$ cat config.mk
export PLATFORM = sky130hd
export DESIGN_NAME = periodic_task_dispatcher_unit
export DESIGN_NICKNAME = d
export VERILOG_FILES = /design/src/hdl/ptd_pkg.sv /design/src/hdl/periodic_task_dispatcher_unit.sv
export SDC_FILE = /design/constraint.sdc
export NUM_CORES = 1
export LEC_CHECK = 0
export ABC_CLOCK_PERIOD_IN_PS = 12100
export BUFFER_PORTS_ARGS = -buffer_cell sky130_fd_sc_hd__buf_2
export CAP_MARGIN = 10
export CORE_MARGIN = 3
export CORE_UTILIZATION = 40
export CTS_BUF_LIST = sky130_fd_sc_hd__clkbuf_4 sky130_fd_sc_hd__clkbuf_8
export CTS_CLUSTER_SIZE = 40
export DETAILED_ROUTE_END_ITERATION = 8
export PLACE_DENSITY = 0.54
export SYNTH_ARGS = -nofsm -noshare
export SYNTH_HDL_FRONTEND = slang
export SYNTH_SLANG_ARGS = --single-unit
$ cat constraint.sdc
create_clock -name clk -period 12.1 [get_ports clk]
set_clock_uncertainty 0.05 [all_clocks]
set_input_delay 0 -clock clk [delete_from_list [all_inputs] [get_ports clk]]
set_output_delay 0 -clock clk [all_outputs]
set_load 0.1 [all_outputs]
$ cat src/hdl/ptd_pkg.sv
// Shared types and constants for the periodic task dispatcher.
package ptd_pkg;

  localparam int SLOTS_DEF   = 8;
  localparam int MAX_RESULTS = 8;
  localparam int CNT_W       = 4;
  localparam int TIME_W      = 32;
  localparam int SLOT_W      = 3;
  localparam int OUT_DATA_W  = 40;

  typedef enum logic [1:0] {
    KIND_TICK = 2'd0,
    KIND_ADD  = 2'd1,
    KIND_RUN  = 2'd2,
    KIND_NOP  = 2'd3
  } kind_t;

  typedef enum logic [1:0] {
    OUT_ACCEPTED = 2'd0,
    OUT_REFUSED  = 2'd1,
    OUT_FIRED    = 2'd2,
    OUT_NONE     = 2'd3
  } outcome_t;

  typedef enum logic [1:0] {
    ST_IDLE = 2'd0,
    ST_SCAN = 2'd1,
    ST_DONE = 2'd2
  } state_t;

  typedef struct packed {
    logic [TIME_W-1:0] period;
    logic [TIME_W-1:0] last_run;
  } slot_entry_t;

endpackage

$ cat src/hdl/periodic_task_dispatcher_unit.sv
// Periodic task dispatcher: slot table in a synchronous memory, scanned one slot a cycle.
//
//  channel | dir | handshake              | payload
//  in_     | in  | in_tvalid / in_tready  | tuser kind, tdata period
//  out_    | out | out_tvalid / out_tready| tuser outcome, tdata slot + now_ms, tlast
//
// A tick is taken in IDLE; an add is accepted in IDLE, then DONE loads the result into the
// output register. A run scans in SCAN, then ends in DONE: the memory read port delivers one
// slot per cycle unless stalled, and the scan ends early once MAX_RESULTS slots have fired.
// A firing stalls the scan only while an earlier firing is held back and the output register
// is still full.
// Reset clears the valid bits, the counter and the control state; the memory needs no clear,
// since only valid slots, which have been written, are ever used.
module periodic_task_dispatcher_unit #(
  parameter int SLOTS = ptd_pkg::SLOTS_DEF
) (
  input  logic                           clk,
  input  logic                           rst_n,
  input  logic                           in_tvalid,
  output logic                           in_tready,
  input  logic [ptd_pkg::TIME_W-1:0]     in_tdata,   // [31:0] period
  input  logic [1:0]                     in_tuser,   // [1:0] kind
  output logic                           out_tvalid,
  input  logic                           out_tready,
  output logic [ptd_pkg::OUT_DATA_W-1:0] out_tdata,  // [2:0] slot, [34:3] now_ms, zero fill
  output logic [1:0]                     out_tuser,  // [1:0] outcome
  output logic                           out_tlast
);

  localparam int IDX_W = (SLOTS > 1) ? $clog2(SLOTS) : 1;
  localparam logic [IDX_W-1:0] IDX_LAST = IDX_W'(SLOTS - 1);
  localparam logic [ptd_pkg::CNT_W-1:0] CNT_LAST = ptd_pkg::CNT_W'(ptd_pkg::MAX_RESULTS - 1);

  // slot table
  ptd_pkg::slot_entry_t mem [SLOTS];
  ptd_pkg::slot_entry_t rdata_r;
  logic [IDX_W-1:0]     raddr;
  logic                 mem_we;
  logic [IDX_W-1:0]     waddr;
  ptd_pkg::slot_entry_t wdata;

  ptd_pkg::state_t state_r, state_nxt;
  logic [SLOTS-1:0]               valid_r;
  logic [ptd_pkg::TIME_W-1:0]     millis_r;
  logic [IDX_W-1:0]               idx_r;
  logic [ptd_pkg::CNT_W-1:0]      cnt_r;
  logic                           hold_v_r;
  ptd_pkg::outcome_t              hold_outcome_r;
  logic [IDX_W-1:0]               hold_slot_r;

  logic                           out_valid_r;
  ptd_pkg::outcome_t              out_outcome_r;
  logic [ptd_pkg::SLOT_W-1:0]     out_slot_r;
  logic                           out_last_r;
  logic [ptd_pkg::TIME_W-1:0]     out_now_r;

  logic                           in_xfer;
  ptd_pkg::kind_t                 in_kind;
  logic                           out_free;
  logic                           full;
  logic [IDX_W-1:0]               free_idx;
  logic                           cur_valid;
  logic [ptd_pkg::TIME_W-1:0]     elapsed;
  logic                           one_shot;
  logic                           due;
  logic                           stall;
  logic                           adv;
  logic                           end_scan;
  logic                           out_load;
  ptd_pkg::outcome_t              out_outcome_nxt;
  logic [IDX_W-1:0]               out_idx_nxt;
  logic                           out_last_nxt;
  logic [IDX_W+2:0]               out_idx_ext;

  assign in_kind   = ptd_pkg::kind_t'(in_tuser);
  assign in_xfer   = in_tvalid && in_tready;
  assign out_free  = !out_valid_r || out_tready;
  assign full      = &valid_r;

  // lowest free slot
  always_comb begin
    free_idx = '0;
    for (int i = SLOTS - 1; i >= 0; i--) begin
      if (!valid_r[i]) free_idx = IDX_W'(i);
    end
  end

  assign cur_valid = valid_r[idx_r];
  assign elapsed   = millis_r - rdata_r.last_run;
  assign one_shot  = (rdata_r.period == '0);
  assign due       = cur_valid && (one_shot || (elapsed >= rdata_r.period));
  // a second firing needs the output register to take the one held back
  assign stall     = due && hold_v_r && !out_free;
  assign adv       = (state_r == ptd_pkg::ST_SCAN) && !stall;
  assign end_scan  = adv && ((idx_r == IDX_LAST) || (due && (cnt_r == CNT_LAST)));

  // next state
  always_comb begin
    state_nxt = state_r;
    unique case (state_r)
      ptd_pkg::ST_IDLE: begin
        if (in_xfer && (in_kind == ptd_pkg::KIND_ADD || in_kind == ptd_pkg::KIND_RUN)) begin
          state_nxt = (in_kind == ptd_pkg::KIND_RUN) ? ptd_pkg::ST_SCAN : ptd_pkg::ST_DONE;
        end
      end
      ptd_pkg::ST_SCAN: begin
        if (end_scan) state_nxt = ptd_pkg::ST_DONE;
      end
      ptd_pkg::ST_DONE: begin
        if (out_free) state_nxt = ptd_pkg::ST_IDLE;
      end
      default: state_nxt = ptd_pkg::ST_IDLE;
    endcase
  end

  // outputs of the state machine
  always_comb begin
    in_tready       = 1'b0;
    out_load        = 1'b0;
    out_outcome_nxt = ptd_pkg::OUT_NONE;
    out_idx_nxt     = '0;
    out_last_nxt    = 1'b1;
    mem_we          = 1'b0;
    waddr           = idx_r;
    wdata.period    = rdata_r.period;
    wdata.last_run  = millis_r;
    raddr           = idx_r;
    unique case (state_r)
      ptd_pkg::ST_IDLE: begin
        in_tready = 1'b1;
        raddr     = '0;
        if (in_xfer && in_kind == ptd_pkg::KIND_ADD && !full) begin
          mem_we       = 1'b1;
          waddr        = free_idx;
          wdata.period = in_tdata;
        end
      end
      ptd_pkg::ST_SCAN: begin
        if (adv && idx_r != IDX_LAST) raddr = idx_r + 1'b1;
        if (adv && due && !one_shot) mem_we = 1'b1;
        if (adv && due && hold_v_r) begin
          out_load        = 1'b1;
          out_outcome_nxt = ptd_pkg::OUT_FIRED;
          out_idx_nxt     = hold_slot_r;
          out_last_nxt    = 1'b0;
        end
      end
      ptd_pkg::ST_DONE: begin
        if (out_free) begin
          out_load = 1'b1;
          if (hold_v_r) begin
            out_outcome_nxt = hold_outcome_r;
            out_idx_nxt     = hold_slot_r;
          end
        end
      end
      default: ;
    endcase
  end

  always_ff @(posedge clk) begin
    if (mem_we) mem[waddr] <= wdata;
    rdata_r <= mem[raddr];
  end

  always_ff @(posedge clk) begin
    if (!rst_n) begin
      state_r  <= ptd_pkg::ST_IDLE;
      valid_r  <= '0;
      millis_r <= '0;
      idx_r    <= '0;
      cnt_r    <= '0;
      hold_v_r <= 1'b0;
    end else begin
      state_r <= state_nxt;
      if (in_xfer) begin
        case (in_kind)
          ptd_pkg::KIND_TICK: millis_r <= millis_r + 1'b1;
          ptd_pkg::KIND_ADD: begin
            hold_v_r <= 1'b1;
            if (full) begin
              hold_outcome_r <= ptd_pkg::OUT_REFUSED;
              hold_slot_r    <= '0;
            end else begin
              hold_outcome_r    <= ptd_pkg::OUT_ACCEPTED;
              hold_slot_r       <= free_idx;
              valid_r[free_idx] <= 1'b1;
            end
          end
          ptd_pkg::KIND_RUN: begin
            hold_v_r <= 1'b0;
            idx_r    <= '0;
            cnt_r    <= '0;
          end
          default: ;
        endcase
      end
      if (adv) begin
        if (idx_r != IDX_LAST) idx_r <= idx_r + 1'b1;
        if (due) begin
          hold_v_r       <= 1'b1;
          hold_outcome_r <= ptd_pkg::OUT_FIRED;
          hold_slot_r    <= idx_r;
          cnt_r          <= cnt_r + 1'b1;
          if (one_shot) valid_r[idx_r] <= 1'b0;
        end
      end
    end
  end

  assign out_idx_ext = {3'b000, out_idx_nxt};

  always_ff @(posedge clk) begin
    if (!rst_n) begin
      out_valid_r <= 1'b0;
    end else if (out_load) begin
      out_valid_r <= 1'b1;
    end else if (out_tready) begin
      out_valid_r <= 1'b0;
    end
  end

  always_ff @(posedge clk) begin
    if (out_load) begin
      out_outcome_r <= out_outcome_nxt;
      out_slot_r    <= out_idx_ext[2:0];
      out_last_r    <= out_last_nxt;
      out_now_r     <= millis_r;
    end
  end

  assign out_tvalid = out_valid_r;
  assign out_tuser  = out_outcome_r;
  assign out_tlast  = out_last_r;
  assign out_tdata  = {5'b00000, out_now_r, out_slot_r};

  // firings per run stay within the result limit
  a_cnt_bound: assert property (@(posedge clk) disable iff (!rst_n)
    cnt_r <= ptd_pkg::CNT_W'(ptd_pkg::MAX_RESULTS))
    else $error("firing count over limit");

  // scan writes back only slots that are live
  a_scan_write_valid: assert property (@(posedge clk) disable iff (!rst_n)
    (state_r == ptd_pkg::ST_SCAN && mem_we) |-> cur_valid)
    else $error("scan wrote a free slot");

  // the closing result of an input goes out with last set
  a_done_last: assert property (@(posedge clk) disable iff (!rst_n)
    (state_r == ptd_pkg::ST_DONE && out_free) |=>
      (state_r == ptd_pkg::ST_IDLE && out_valid_r && out_last_r))
    else $error("closing result missing last");

  // an accepted add claims exactly one slot
  a_add_claims: assert property (@(posedge clk) disable iff (!rst_n)
    (in_xfer && in_kind == ptd_pkg::KIND_ADD && !full) |=>
      ($countones(valid_r) == $past($countones(valid_r)) + 1))
    else $error("add did not claim a slot");

endmodule
* Word-level counts from Yosys, hierarchy flattened
Memories as Yosys holds them, arrays and structs flattened. A register that Yosys moved wholly into a read port is not among the register bits.
Cells that the tools add are included.
** Word-level totals
- Bits in registers :: 94
- Latch bits :: 0
- RAM bits :: 512
- Memory bits (read-only) :: 0
- Output and inout port bits :: 45
- Word-level logic and storage cells :: 142
- Memories :: 1
** Memory list
- mem :: depth 8, width 64, read ports 1, clocked after memory_dff 1, wr ports 1, RTL line periodic_task_dispatcher_unit.sv:35 : ptd_pkg::slot_entry_t mem [SLOTS];
** Cells by class
- Add/subtract/negate cells :: 4
- Multipliers :: 0
- Div/mod/pow operators :: 0
- Magnitude comparators :: 5
- Equality and inequality tests :: 10
- Shifts and indexed selects :: 0
- Muxes and demuxes :: 74
- Bitwise operators :: 3
- Reductions and logical operators :: 32
** Operators by type and width (count)
- 3-bit 2-to-1 mux :: 23
- 32-bit 2-to-1 mux :: 2
- 8-bit 2-to-1 mux :: 7
- 32-bit by 1-bit adder with 32-bit output (second input constant) :: 1
- 32-bit greater-or-equal comparator :: 1
- 32-bit logical NOT :: 1
- 32-bit subtractor :: 1
- 2-bit 2-to-1 mux :: 10
- 1-bit 2-to-1 mux :: 18
- 1-bit logical AND :: 16
- 4-bit 2-to-1 mux :: 4
- 3-bit one-hot mux with 2 select lines :: 2
- 8-bit AND :: 1
- 3-bit by 4-bit < comparator with 1-bit output (second input constant) :: 2
- 8-bit NOT :: 1
- 8-bit OR :: 1
- 8-bit AND reduction :: 1
- 1-bit demux with 3-bit select :: 2
- 3-bit by 1-bit greater-or-equal comparator with 1-bit output (second input constant) :: 2
- 2-bit inequality test (second input constant) :: 3
- 1-bit one-hot mux with 2 select lines :: 3
- 2-bit one-hot mux with 3 select lines :: 1
- 1-bit logical NOT :: 5
- 4-bit by 1-bit adder with 4-bit output (second input constant) :: 1
- 13 further kinds :: 19

* Longest topological paths before layout
Gate-level depths: netlist of the first run.
- Depth after elaboration :: 21
- Depth in mapped cells :: 26
- Gate-level depth less buffers :: 23

* Worst setup path before layout of the first run
No wires, ideal clock.
- Path kind :: register to register
- Start :: register millis_r[0] (netlist name)
- End :: memory mem[3][0] (netlist name) (enable)
- Arrival :: 9243 ps
- Data required time :: 11472 ps
- Path slack :: 2228 ps
- Cell stages (with the launch flop) :: 23
- Clock period less this slack :: 9872 ps
- Cells stage by stage :: dfxtp_1 inv_1 ha_1 inv_1 fa_1 a21oi_1 nor2b_1 a311oi_1 a22oi_1 a21boi_0 a21oi_1 a41o_1 a311oi_1 xnor2_1 ha_1 nand4_1 nor4_1 o211ai_1 a21oi_1 nor2_1 nor3_1 a31oi_1 nor3b_1
** Between the ends
- Word-level cells in the longest chain between the ends :: 14
** Ends and longest elaborated chain
- start: declaration :: RTL line periodic_task_dispatcher_unit.sv:44 : logic [ptd_pkg::TIME_W-1:0] millis_r;
- start signal: assignment :: RTL line periodic_task_dispatcher_unit.sv:178 : ptd_pkg::KIND_TICK: millis_r <= millis_r + 1'b1;
- 32-bit subtractor * :: RTL line periodic_task_dispatcher_unit.sv:89 : assign elapsed = millis_r - rdata_r.last_run;
- 32-bit greater-or-equal comparator * :: RTL line periodic_task_dispatcher_unit.sv:91 : assign due = cur_valid && (one_shot || (elapsed >= rdata_r.period));
- 1-bit logical OR * :: RTL line periodic_task_dispatcher_unit.sv:91
- 1-bit logical AND * :: RTL line periodic_task_dispatcher_unit.sv:91
- 1-bit logical AND (2 in series) :: RTL line periodic_task_dispatcher_unit.sv:93 : assign stall = due && hold_v_r && !out_free;
- 1-bit logical NOT :: RTL line periodic_task_dispatcher_unit.sv:94 : assign adv = (state_r == ptd_pkg::ST_SCAN) && !stall;
- 1-bit logical AND :: RTL line periodic_task_dispatcher_unit.sv:94
- 1-bit logical AND * (2 in series) :: RTL line periodic_task_dispatcher_unit.sv:140 : if (adv && due && !one_shot) mem_we = 1'b1;
- 1-bit 2-to-1 mux * :: RTL line periodic_task_dispatcher_unit.sv:140
- 1-bit one-hot mux with 2 select lines * :: RTL line periodic_task_dispatcher_unit.sv:128 : unique case (state_r)
- 1-bit 2-to-1 mux * :: RTL line periodic_task_dispatcher_unit.sv:162 : if (mem_we) mem[waddr] <= wdata;
- 1-bit 2-to-1 mux (not written as such) * :: RTL line periodic_task_dispatcher_unit.sv:162
- end: declaration :: RTL line periodic_task_dispatcher_unit.sv:35
Mark *: on every way between the ends. The rest lies on a longest branch, timed or not.

* Final worst setup path of the first run
- Start :: register millis_r[0] (netlist name)
- End :: register rdata_r[33] (netlist name)
** Between the ends
- Word-level cells in the longest chain between the ends :: 11
** Ends and longest elaborated chain
- 32-bit subtractor :: RTL line periodic_task_dispatcher_unit.sv:89
- 32-bit greater-or-equal comparator :: RTL line periodic_task_dispatcher_unit.sv:91
- 1-bit logical OR :: RTL line periodic_task_dispatcher_unit.sv:91
- 1-bit logical AND :: RTL line periodic_task_dispatcher_unit.sv:91
- 1-bit logical AND (2 in series) :: RTL line periodic_task_dispatcher_unit.sv:93
- 1-bit logical NOT :: RTL line periodic_task_dispatcher_unit.sv:94
- 1-bit logical AND :: RTL line periodic_task_dispatcher_unit.sv:94
- 1-bit logical AND :: RTL line periodic_task_dispatcher_unit.sv:139 : if (adv && idx_r != IDX_LAST) raddr = idx_r + 1'b1;
- 3-bit 2-to-1 mux :: RTL line periodic_task_dispatcher_unit.sv:139
- 3-bit one-hot mux with 2 select lines :: RTL line periodic_task_dispatcher_unit.sv:128
No other way between the ends.
A chain may end at the register's enable or synchronous reset.

==> results of run 1 <==
-- per-layer routing --
layer  part of all wire  routed length (um)  track usage
met1               0.46               35000        0.264
met2               0.48               36300        0.323
met3              0.041                3090       0.0266
met4              0.018                1380       0.0559
met5                  0                   0            0
-- cell families (layout without fill, tap and decap cells) --
logic type,count (synthesis),in the layout,synth area share
AO/OA/AOI/OAI,622,622,0.152
XOR/XNOR,54,54,0.0160
adder cells (fa/ha/maj),74,74,0.0315
buffers and inverters,216,442,0.0337
flip-flops,670,670,0.640
multiplexers,103,103,0.0367
other,1,8,0.000127
AND/OR/NAND/NOR,472,472,0.0901
-- layout make-up --
type                            count  area share
Antenna cell                        3    0.000223
Inverter                           81     0.00904
Timing Repair Buffer              156      0.0331
Multi-Input combinational cell   1330       0.291
Sequential cell                   670       0.564
Clock inverter                     40     0.00789
Clock buffer                      165      0.0592
Tap cell                          959      0.0357
-- stage by stage --
| step | cell area (sq um) | total power [mW] | instances | util | worst slack [ns] |
|---|---|---|---|---|---|
| 2_1_floorplan | 29600 | 3.49 | 2216 | - | 2.23 |
| 3_3_place_gp | 30900 | 3.75 | 3152 | 0.422 | 4.05 |
| 3_5_place_dp | 30900 | 3.77 | 3152 | 0.422 | 3.89 |
| 4_1_cts | 33600 | 5.79 | 3401 | 0.459 | 3.85 |
| 5_1_grt | 33600 | 5.99 | 3403 | 0.459 | 3.42 |
| 6_report | 33600 | 5.72 | 3404 | 0.459 | 4.12 |
-- cell usage in the layout (no fill, tap or decap), drive strengths merged, types with 16 or more instances in the layout --
master / count
inv: 82
o21ai: 47
mux2i: 68
nand2: 64
dfxtp: 115
o21bai: 195
buf: 112
clkinv: 31
nand3: 30
a21oi: 248
or3: 198
clkbuf: 165
mux2: 34
a2111oi: 66
ha: 73
and3: 16
dlygate4sd3: 44
edfxtp: 555
nor2: 53
nand4: 17
and2: 33
nor2b: 18
xnor2: 43
-- state kept, by name, indices dropped and copies added (netlist names), 3 cells and up --
register,flops
mem,512
rdata_r,64
millis_r,32
out_now_r,32
valid_r,8
cnt_r,4
hold_slot_r,3
idx_r,3
out_slot_r,3
-- how the worst max path moves through the flow --
stage	start	to	slack [ns]
3_5_place_dp	millis_r[0]$_SDFFE_PN0P_	rdata_r[44]$_DFF_P_	3.89
5_1_grt	millis_r[0]$_SDFFE_PN0P_	rdata_r[34]$_DFF_P_	3.42
2_1_floorplan	millis_r[0]$_SDFFE_PN0P_	mem[3][0]$_DFFE_PP_	2.23
6_report	millis_r[0]$_SDFFE_PN0P_	rdata_r[33]$_DFF_P_	4.12
4_1_cts	millis_r[0]$_SDFFE_PN0P_	rdata_r[36]$_DFF_P_	3.85
3_3_place_gp	millis_r[0]$_SDFFE_PN0P_	rdata_r[50]$_DFF_P_	4.05
-- worst max-delay path: stages (launching register included) --
cell and delay, ns:
dfxtp_1 0.41, inv_1 0.16, ha_1 0.18, inv_1 0.06
fa_1 0.39, a21oi_1 0.15, nor2b_1 0.08, a311oi_1 0.56
a22oi_1 0.32, a21boi_0 0.43, a21oi_1 0.17, a41o_1 0.31
a311oi_1 0.33, xnor2_1 0.12, ha_1 0.31, nand4_1 0.14
nor4_1 0.26, o211ai_1 0.12, a21oi_1 0.54, o21bai_4 0.17
a211oi_4 0.31, buf_12 0.57, buf_4 0.91, or3_1 0.21
a21oi_1 0.07, a2111oi_2 0.37
-- power by group through the flow --
stage	clock network, mW	logic (mW)	registers [mW]
after floorplan	0	0.684	2.81
after global placement	0	0.942	2.80
after detailed placement	0	0.965	2.80
after CTS	2.04	0.984	2.76
after global routing	2.15	1.08	2.76
final	1.99	0.980	2.75
==> flow_summary.ini, run 1 <==
[synth]
yosysWarnings = 0
yosysMostFrequentCell = edfxtp_1
ys_top_cells_by_count = edfxtp_1 (555), a21oi_1 (246), or3_1 (198), o21bai_1 (194), dfxtp_1 (115)
ys_types = 71
avgSynthCellArea_sq_um = 13.4
synthFlopType = edfxtp_1
synthTopCellsByArea = edfxtp_1 (56%), dfxtp_1 (7.8%), o21bai_1 (4.9%), or3_1 (4.2%), a21oi_1 (4.2%)
ys_seq_area_frac = 0.640
synth_area_sq_um = 29600
syn_inst = 2212
ys_ff_latch = 670
synth.top_cell.area_share = 0.563
synthArstFlopShare = 0
synth_top_cell_by_area = edfxtp_1
synth_edf_count = 555

[clocking]
path_clk_slew_ns = 0.06
clk_latency_ns = 0.69
numCtsBuffers = 109
htree_levels = 3
cts_hold_buf = 44
clkSinkCount = 670
cts_tree = yes
cts-resized-gates = 0
root_buffer = clkbuf_8
cts_max_path_buffers = 3
postCtsSetupRepairBufs = 0

[critical_path]
cp_data_required_time_ns = 12.61
cp-end-kind = flop
r2r_end = rdata_r[33]$_DFF_P_
rr_worst_depth = 25
arrival_ns = 8.49
start_kind = flop
reg2reg_slack_ns = 4.12
rr_startpoint = millis_r[0]$_SDFFE_PN0P_
critPathKind = reg2reg
critPathMaxFanout = 284

[sta]
clock.fmax_ghz = 0.125
rsz0062_at_grt = false
period_minus_slack_ns = 7.98
final_hold_viol_count = 0
post-route-period-util = 0.659
finalMaxSlewViolations = 0
slew-limit-headroom = 0.0188
final.setup.tns_ns = 0
setup_viol = 0
worst_slew_pin_slew_ns = 1.47
whs_ns = 0.228

[drt]
routed_wl_mm = 75.7
vias = 18700
dr.first_iter.drc_count = 1268
drc_errors = 0
postRouteAntennaNets = 0
viasPerCell = 5.51
wire_per_inst_um = 22.2
first_pass_iters = 5

[power]
power.leakage_nw = 13.5
power_frac_seq = 0.481
clockPowerShare = 0.348
p_int_mw = 4.13
p_sw_mw = 1.59
p_per_area_nw_per_um2 = 170
vdd_ir_drop_max_mv = 0.125
comb_power_share = 0.171
p_sw_frac = 0.278

[die]
initial_core_util = 0.405
rows = 99
dieArea_sq_um = 77400
dieHeight_um = 278
die_w_um = 278
ios = 83
core_area_sq_um = 73200

[placed_design]
dp.final_hpwl_mm = 41.4
gp_congestion = 0.839
io_buffers = 77

[grt]
grt_use_total = 0.193
overflow = 0
grt_pass1_wl_mm = 114
grt_pass1_vias = 18600
grt_max_degree = 285
antenna_found_initial = 1

[finish]
multi_input_area_sq_um = 9770
drive_gt1_frac = 0.172
layout.nets = 2460
syn2layout_area_growth_pct = 13.5
fill_cells = 6494
regArea_sq_um = 19000

[job]
drv_cap = 0

[hold_path]
holdPathStages = 3
hold_class = in2reg
whs_endpoint = mem[6][36]$_DFFE_PP_
hold_path.startpoint = in_tdata[4]

[status]
status = completed
Note: power is estimated with default switching activity, not from simulation.
==> run 2: changes to the inputs <==
--- a/config.mk
+++ b/config.mk
@@ -5,7 +5,8 @@
 export SDC_FILE = /design/constraint.sdc
 export NUM_CORES = 1
 export LEC_CHECK = 0
-export ABC_CLOCK_PERIOD_IN_PS = 12100
+export ABC_AREA = 1
+export ABC_CLOCK_PERIOD_IN_PS = 6500
 export BUFFER_PORTS_ARGS = -buffer_cell sky130_fd_sc_hd__buf_2
 export CAP_MARGIN = 10
 export CORE_MARGIN = 3
@@ -13,7 +14,7 @@
 export CTS_BUF_LIST = sky130_fd_sc_hd__clkbuf_4 sky130_fd_sc_hd__clkbuf_8
 export CTS_CLUSTER_SIZE = 40
 export DETAILED_ROUTE_END_ITERATION = 8
-export PLACE_DENSITY = 0.54
+export PLACE_DENSITY = 0.56
 export SYNTH_ARGS = -nofsm -noshare
 export SYNTH_HDL_FRONTEND = slang
 export SYNTH_SLANG_ARGS = --single-unit
==> constraint.sdc (replaced) <==
create_clock -name clk -period 6.5 [get_ports clk]
set_clock_uncertainty 0.05 [all_clocks]
set_input_delay 0 -clock clk [delete_from_list [all_inputs] [get_ports clk]]
set_output_delay 0 -clock clk [all_outputs]
set_load 0.1 [all_outputs]
==> flow_summary.ini, run 2 <==
[critical_path]
path_buf_inv = 2
critPathMaxFanout = 30
rr_worst_depth = 27
crit_family = simple AND/OR/NAND/NOR gates
crit_path_top_delay_cell = buf_4
cp_data_required_time_ns = 6.76
crit_path_frequent_cell = nand2_1
cp.depth = 27
start_kind = flop
arrival_ns = 6.06
critical-path-max-stage-delay_ns = 0.48
cp-end-kind = flop
critPathKind = reg2reg

[synth]
synthTopCellsByArea = edfxtp_1 (55%), nand2_1 (12%), dfxtp_1 (7.6%), nand3_1 (6.2%), inv_1 (5.7%)
yosysWarnings = 0
synth_edf_count = 555
ys_types = 48
ys_seq_area_frac = 0.625
avgSynthCellArea_sq_um = 9.63
ys_ff_latch = 670
syn_inst = 3154
ys_top_cells_by_count = nand2_1 (1002), edfxtp_1 (555), inv_1 (459), nand3_1 (375), dfxtp_1 (115)
synthFlopType = edfxtp_1
yosysMostFrequentCell = nand2_1
synth_area_sq_um = 30400
synthArstFlopShare = 0
synth.top_cell.area_share = 0.549
synth_top_cell_by_area = edfxtp_1

[clocking]
clk_latency_ns = 0.72
cts_max_path_buffers = 3
htree_levels = 3
path_clk_slew_ns = 0.06
cts_tree = yes
numCtsBuffers = 108
root_buffer = clkbuf_8
clkSinkCount = 670

[drt]
drc_errors = 0
routed_wl_mm = 85.0
first_pass_iters = 5
viasPerCell = 4.97
postRouteAntennaNets = 0
dr.first_iter.drc_count = 1609
wire_per_inst_um = 19.4
vias = 21800

[finish]
regArea_sq_um = 19000
layout_common_cells = nand2_1 (999), edfxtp_1 (555), inv_1 (457), nand3_1 (375), clkbuf_8 (134)
regMostFlops = mem
reg_top3 = mem x512, rdata_r x64
drive_gt1_frac = 0.111
finalNonFillerCells = 4388
layout.nets = 3434
syn2layout_area_growth_pct = 15.1
largest_reg_flops = 512
final_common_cell = nand2_1
fill_cells = 7070
fin_util = 0.467
multi_input_area_sq_um = 9090

[sta]
setup_viol = 0
post-route-period-util = 0.891
slew-limit-headroom = 0.204
final_hold_viol_count = 0
rsz0062_at_grt = false
worst_slack_ns = 0.709
period_minus_slack_ns = 5.79
clock.fmax_ghz = 0.173
worst_slew_pin_slew_ns = 1.18
finalMaxSlewViolations = 0

[power]
power.leakage_nw = 15.3
vdd_ir_drop_max_mv = 0.344
p_int_mw = 8.98
p_per_area_nw_per_um2 = 418
p_sw_mw = 5.63
p_sw_frac = 0.385
clockPowerShare = 0.268
power_frac_seq = 0.377
comb_power_share = 0.356

[placed_design]
pre_cts_slack_ns = 0.779
dp.cells = 4142
io_buffers = 77
gp_congestion = 0.898
dp.final_hpwl_mm = 51.4

[die]
initial_core_util = 0.406
die_w_um = 282
ios = 83
core_area_sq_um = 74800
dieHeight_um = 282
dieArea_sq_um = 79300
rows = 100

[grt]
grt_pass1_wl_mm = 129
antenna_found_initial = 1
grt_max_degree = 90
grt_use_total = 0.215
grt_pass1_vias = 21100
overflow = 0

[hold_path]
hold_class = in2reg
holdPathStages = 3

[status]
status = completed

[job]
drv_cap = 0
-- run 2: power by group through the flow --
stage / sequential [mW] / combinational (mW) / clock (mW)
after CTS: 5.50 / 5.22 / 4.00
after global placement: 5.59 / 5.16 / 0
after global routing: 5.53 / 5.81 / 4.19
after floorplan: 5.78 / 3.36 / 0
after detailed placement: 5.58 / 5.18 / 0
final: 5.50 / 5.20 / 3.91
-- run 2: final cells by class --
cell class / count / share of cell area
clock inverters: 21 / 0.00458
repair buffers: 186 / 0.0440
inverters: 469 / 0.0504
multi-input cells: 1887 / 0.260
clock buffers: 185 / 0.0637
well taps: 969 / 0.0347
flip-flops and latches: 670 / 0.543
diodes: 1 / 0.0000716
-- run 2: what timing repair did --
action | CTS | global route
gates resized for setup | 0 | 0
buffers inserted | 0 | 0
hold buffers | 39 | 0
endpoints found under the hold margin | 292 | 0
-- run 2: worst paths after layout --
path	to	startpoint	slack [ns]
worst min-delay path	mem[3][58]$_DFFE_PP_	in_tdata[26]	0.07
worst max-delay path	mem[5][4]$_DFFE_PP_	millis_r[2]$_SDFFE_PN0P_	0.71
worst min register to register	cnt_r[1]$_SDFF_PN0_	cnt_r[1]$_SDFF_PN0_	0.44
worst max register to register	mem[5][4]$_DFFE_PP_	millis_r[2]$_SDFFE_PN0P_	0.71
-- run 2: cells by family (layout without fill, tap and decap cells) --
group,count (synthesis),in the layout,share of synthesized area
compound gates,204,204,0.0372
other cells,1,6,0.000124
xor+xnor,40,40,0.0115
simple gates,1564,1564,0.215
fa+ha+maj,74,74,0.0307
buf+inv,601,861,0.0804
flops,670,670,0.625
-- run 2: metrics by stage --
step / hold slack [ns] / TNS (ns) / power [mW] / cell area [sq um]
after global placement: 0.350 / 0 / 10.8 / 32200
after global routing: 0.0736 / 0 / 15.5 / 35000
final: 0.0657 / 0 / 14.6 / 35000
after detailed placement: 0.333 / 0 / 10.8 / 32200
after CTS: 0.0117 / 0 / 14.7 / 35000
after floorplan: 0.0625 / -302.86 / 9.14 / 30400
-- run 2: metal layers --
metal	global-route usage	vias to the layer above	routed length [um]
met5	0	-	0
met4	0.0685	0	2070
met3	0.0301	128	4710
met2	0.344	623	38700
met1	0.304	10400	39600
li1	-	10700	-
-- run 2: worst min-delay path: stages --
cell     delay [ns]
buf_2          0.08
nand2_1        0.04
o21ai_0        0.43
==> run 3: changes to the inputs <==
--- a/config.mk
+++ b/config.mk
@@ -12,9 +12,11 @@
 export CORE_MARGIN = 3
 export CORE_UTILIZATION = 40
 export CTS_BUF_LIST = sky130_fd_sc_hd__clkbuf_4 sky130_fd_sc_hd__clkbuf_8
+export CTS_CLUSTER_DIAMETER = 100
 export CTS_CLUSTER_SIZE = 40
 export DETAILED_ROUTE_END_ITERATION = 8
-export PLACE_DENSITY = 0.56
+export PLACE_DENSITY = 0.65
+export SKIP_LAST_GASP = 1
 export SYNTH_ARGS = -nofsm -noshare
 export SYNTH_HDL_FRONTEND = slang
 export SYNTH_SLANG_ARGS = --single-unit
==> flow_summary.ini, run 3 (synthesis results as in run 2) <==
[status]
status = completed

[grt]
grt_pass1_vias = 20400
grtUsageMet3 = 0.0230
grt_use_met1 = 0.283
grt_max_degree = 116
antenna_found_initial = 2
grt_use_total = 0.195
use_met2 = 0.312
overflow = 0
busiest_layer = met2
grt_pass1_wl_mm = 120

[sta]
finalMaxSlewViolations = 0
final.setup.tns_ns = 0
worst_slack_ns = 0.566
clock.fmax_ghz = 0.169
final_hold_viol_count = 0
rsz0062_at_grt = false
slew-limit-headroom = 0.219
worst_slew_pin_slew_ns = 1.17
post-route-period-util = 0.913
period_minus_slack_ns = 5.93
setup_viol = 0
whs_ns = 0.166

[critical_path]
crit_path_top_delay_cell = o21ai_0
reg2reg_slack_ns = 0.57
critPathMaxFanout = 38
start_kind = flop
crit_path_frequent_cell = nand2_1
r2r_end = mem[4][24]$_DFFE_PP_
critical-path-max-stage-delay_ns = 0.49
cp-end-kind = flop
rr_worst_depth = 32
rr_startpoint = millis_r[0]$_SDFFE_PN0P_
critPathKind = reg2reg
arrival_ns = 6.28
cp_data_required_time_ns = 6.85

[clocking]
cts_max_path_buffers = 3
clkSinkCount = 670
path_clk_slew_ns = 0.22
numCtsBuffers = 24
htree_levels = 1
postCtsSetupRepairBufs = 0
root_buffer = clkbuf_8
cts_tree = yes
clk_latency_ns = 0.71

[drt]
postRouteAntennaNets = 0
vias = 21500
routed_wl_mm = 78.3
viasPerCell = 5.10
dr.first_iter.drc_count = 2313
wire_per_inst_um = 18.6
drc_errors = 0
first_pass_iters = 6

[die]
ios = 83
dieHeight_um = 282
dieArea_sq_um = 79300
rows = 100
core_area_sq_um = 74800
initial_core_util = 0.406
die_w_um = 282

[placed_design]
gp_congestion = 0.918
dp.cells = 4132
io_buffers = 77
dp.final_hpwl_mm = 48.2
pre_cts_slack_ns = 0.672

[power]
p_per_area_nw_per_um2 = 372
vdd_ir_drop_max_mv = 0.539
power.leakage_nw = 14.2

[finish]
layout_common_cells = nand2_1 (999), edfxtp_1 (555), inv_1 (457), nand3_1 (375), dfxtp_1 (115)
layout.nets = 3340
syn2layout_area_growth_pct = 8.76
reg_top3 = mem x512, rdata_r x64
regMostFlops = mem
fill_cells = 7086
drive_gt1_frac = 0.0662
final_common_cell = nand2_1
finalNonFillerCells = 4216
largest_reg_flops = 512

[hold_path]
holdPathStages = 5
hold_class = in2reg
whs_endpoint = out_tvalid$_SDFFE_PN0P_
hold_path.startpoint = out_tready

[job]
drv_cap = 0
==> run 3: cell count changes in the layout (fill, tap and decap cells not counted), sizes merged <==
| cell | previous run | this run |
|---|---|---|
| buf | 147 | 137 |
| bufinv | 2 | 0 |
| clkbuf | 185 | 31 |
| clkinv | 17 | 5 |
| clkinvlp | 1 | 0 |
| inv | 470 | 477 |
==> run 3: area by class of cell <==
cell class	instances	area (sq um)	share of cell area
clock buffers	31	389	0.0118
diodes	1	2.50	0.0000758
well taps	969	1210	0.0367
clock inverters	13	196	0.00595
multi-input cells	1887	9090	0.275
flip-flops and latches	670	19000	0.574
repair buffers	176	1410	0.0425
inverters	469	1760	0.0534
==> run 3: worst max path at each step <==
stage / start / endpoint / slack (ns)
floorplan: millis_r[0]$_SDFFE_PN0P_ / mem[0][0]$_DFFE_PP_ / -0.59
global placement: millis_r[0]$_SDFFE_PN0P_ / rdata_r[26]$_DFF_P_ / 0.71
detailed placement: millis_r[0]$_SDFFE_PN0P_ / mem[4][27]$_DFFE_PP_ / 0.67
CTS: millis_r[0]$_SDFFE_PN0P_ / mem[4][24]$_DFFE_PP_ / 0.59
global route: millis_r[0]$_SDFFE_PN0P_ / mem[4][24]$_DFFE_PP_ / 0.09
finish: millis_r[0]$_SDFFE_PN0P_ / mem[4][24]$_DFFE_PP_ / 0.57
==> run 3: repair_timing <==
action / in CTS / in global routing
hold buffers: 39 / 0
gates resized for setup: 0 / 1
endpoints found under the hold margin: 298 / 0
endpoints found under the setup margin: 0 / 3
==> run 3: routing by layer <==
layer	vias up	wire length, um
met5	-	0
met4	0	1610
met3	90	5680
met2	729	35300
met1	10300	35800
li1	10400	-
==> run 3: power breakdown <==
group | internal, mW | switching (mW) | total [mW] | leakage [nW]
Clock | 0.463 | 1.34 | 1.80 | 0.300
Combinational | 1.36 | 3.64 | 5.00 | 7.62
Sequential | 5.31 | 0.183 | 5.49 | 6.29
Total | 7.13 | 5.16 | 12.3 | 14.2
==> run 3: per-stage QoR <==
step | util | area [sq um] | power (mW)
after floorplan | - | 30400 | 9.14
after global placement | 0.428 | 32000 | 10.5
after detailed placement | 0.428 | 32000 | 10.6
after CTS | 0.441 | 33000 | 12.4
after global routing | 0.441 | 33000 | 13.1
final | 0.441 | 33000 | 12.3
==> run 3: worst max-delay path: cells and delay by family, from the launching register on <==
family / cells / cell delay [ns]
simple gates: 19 / 2.38
compound gates: 6 / 1.34
fa+ha+maj: 3 / 0.66
buf+inv: 3 / 0.48
flops: 1 / 0.39
xor+xnor: 1 / 0.28
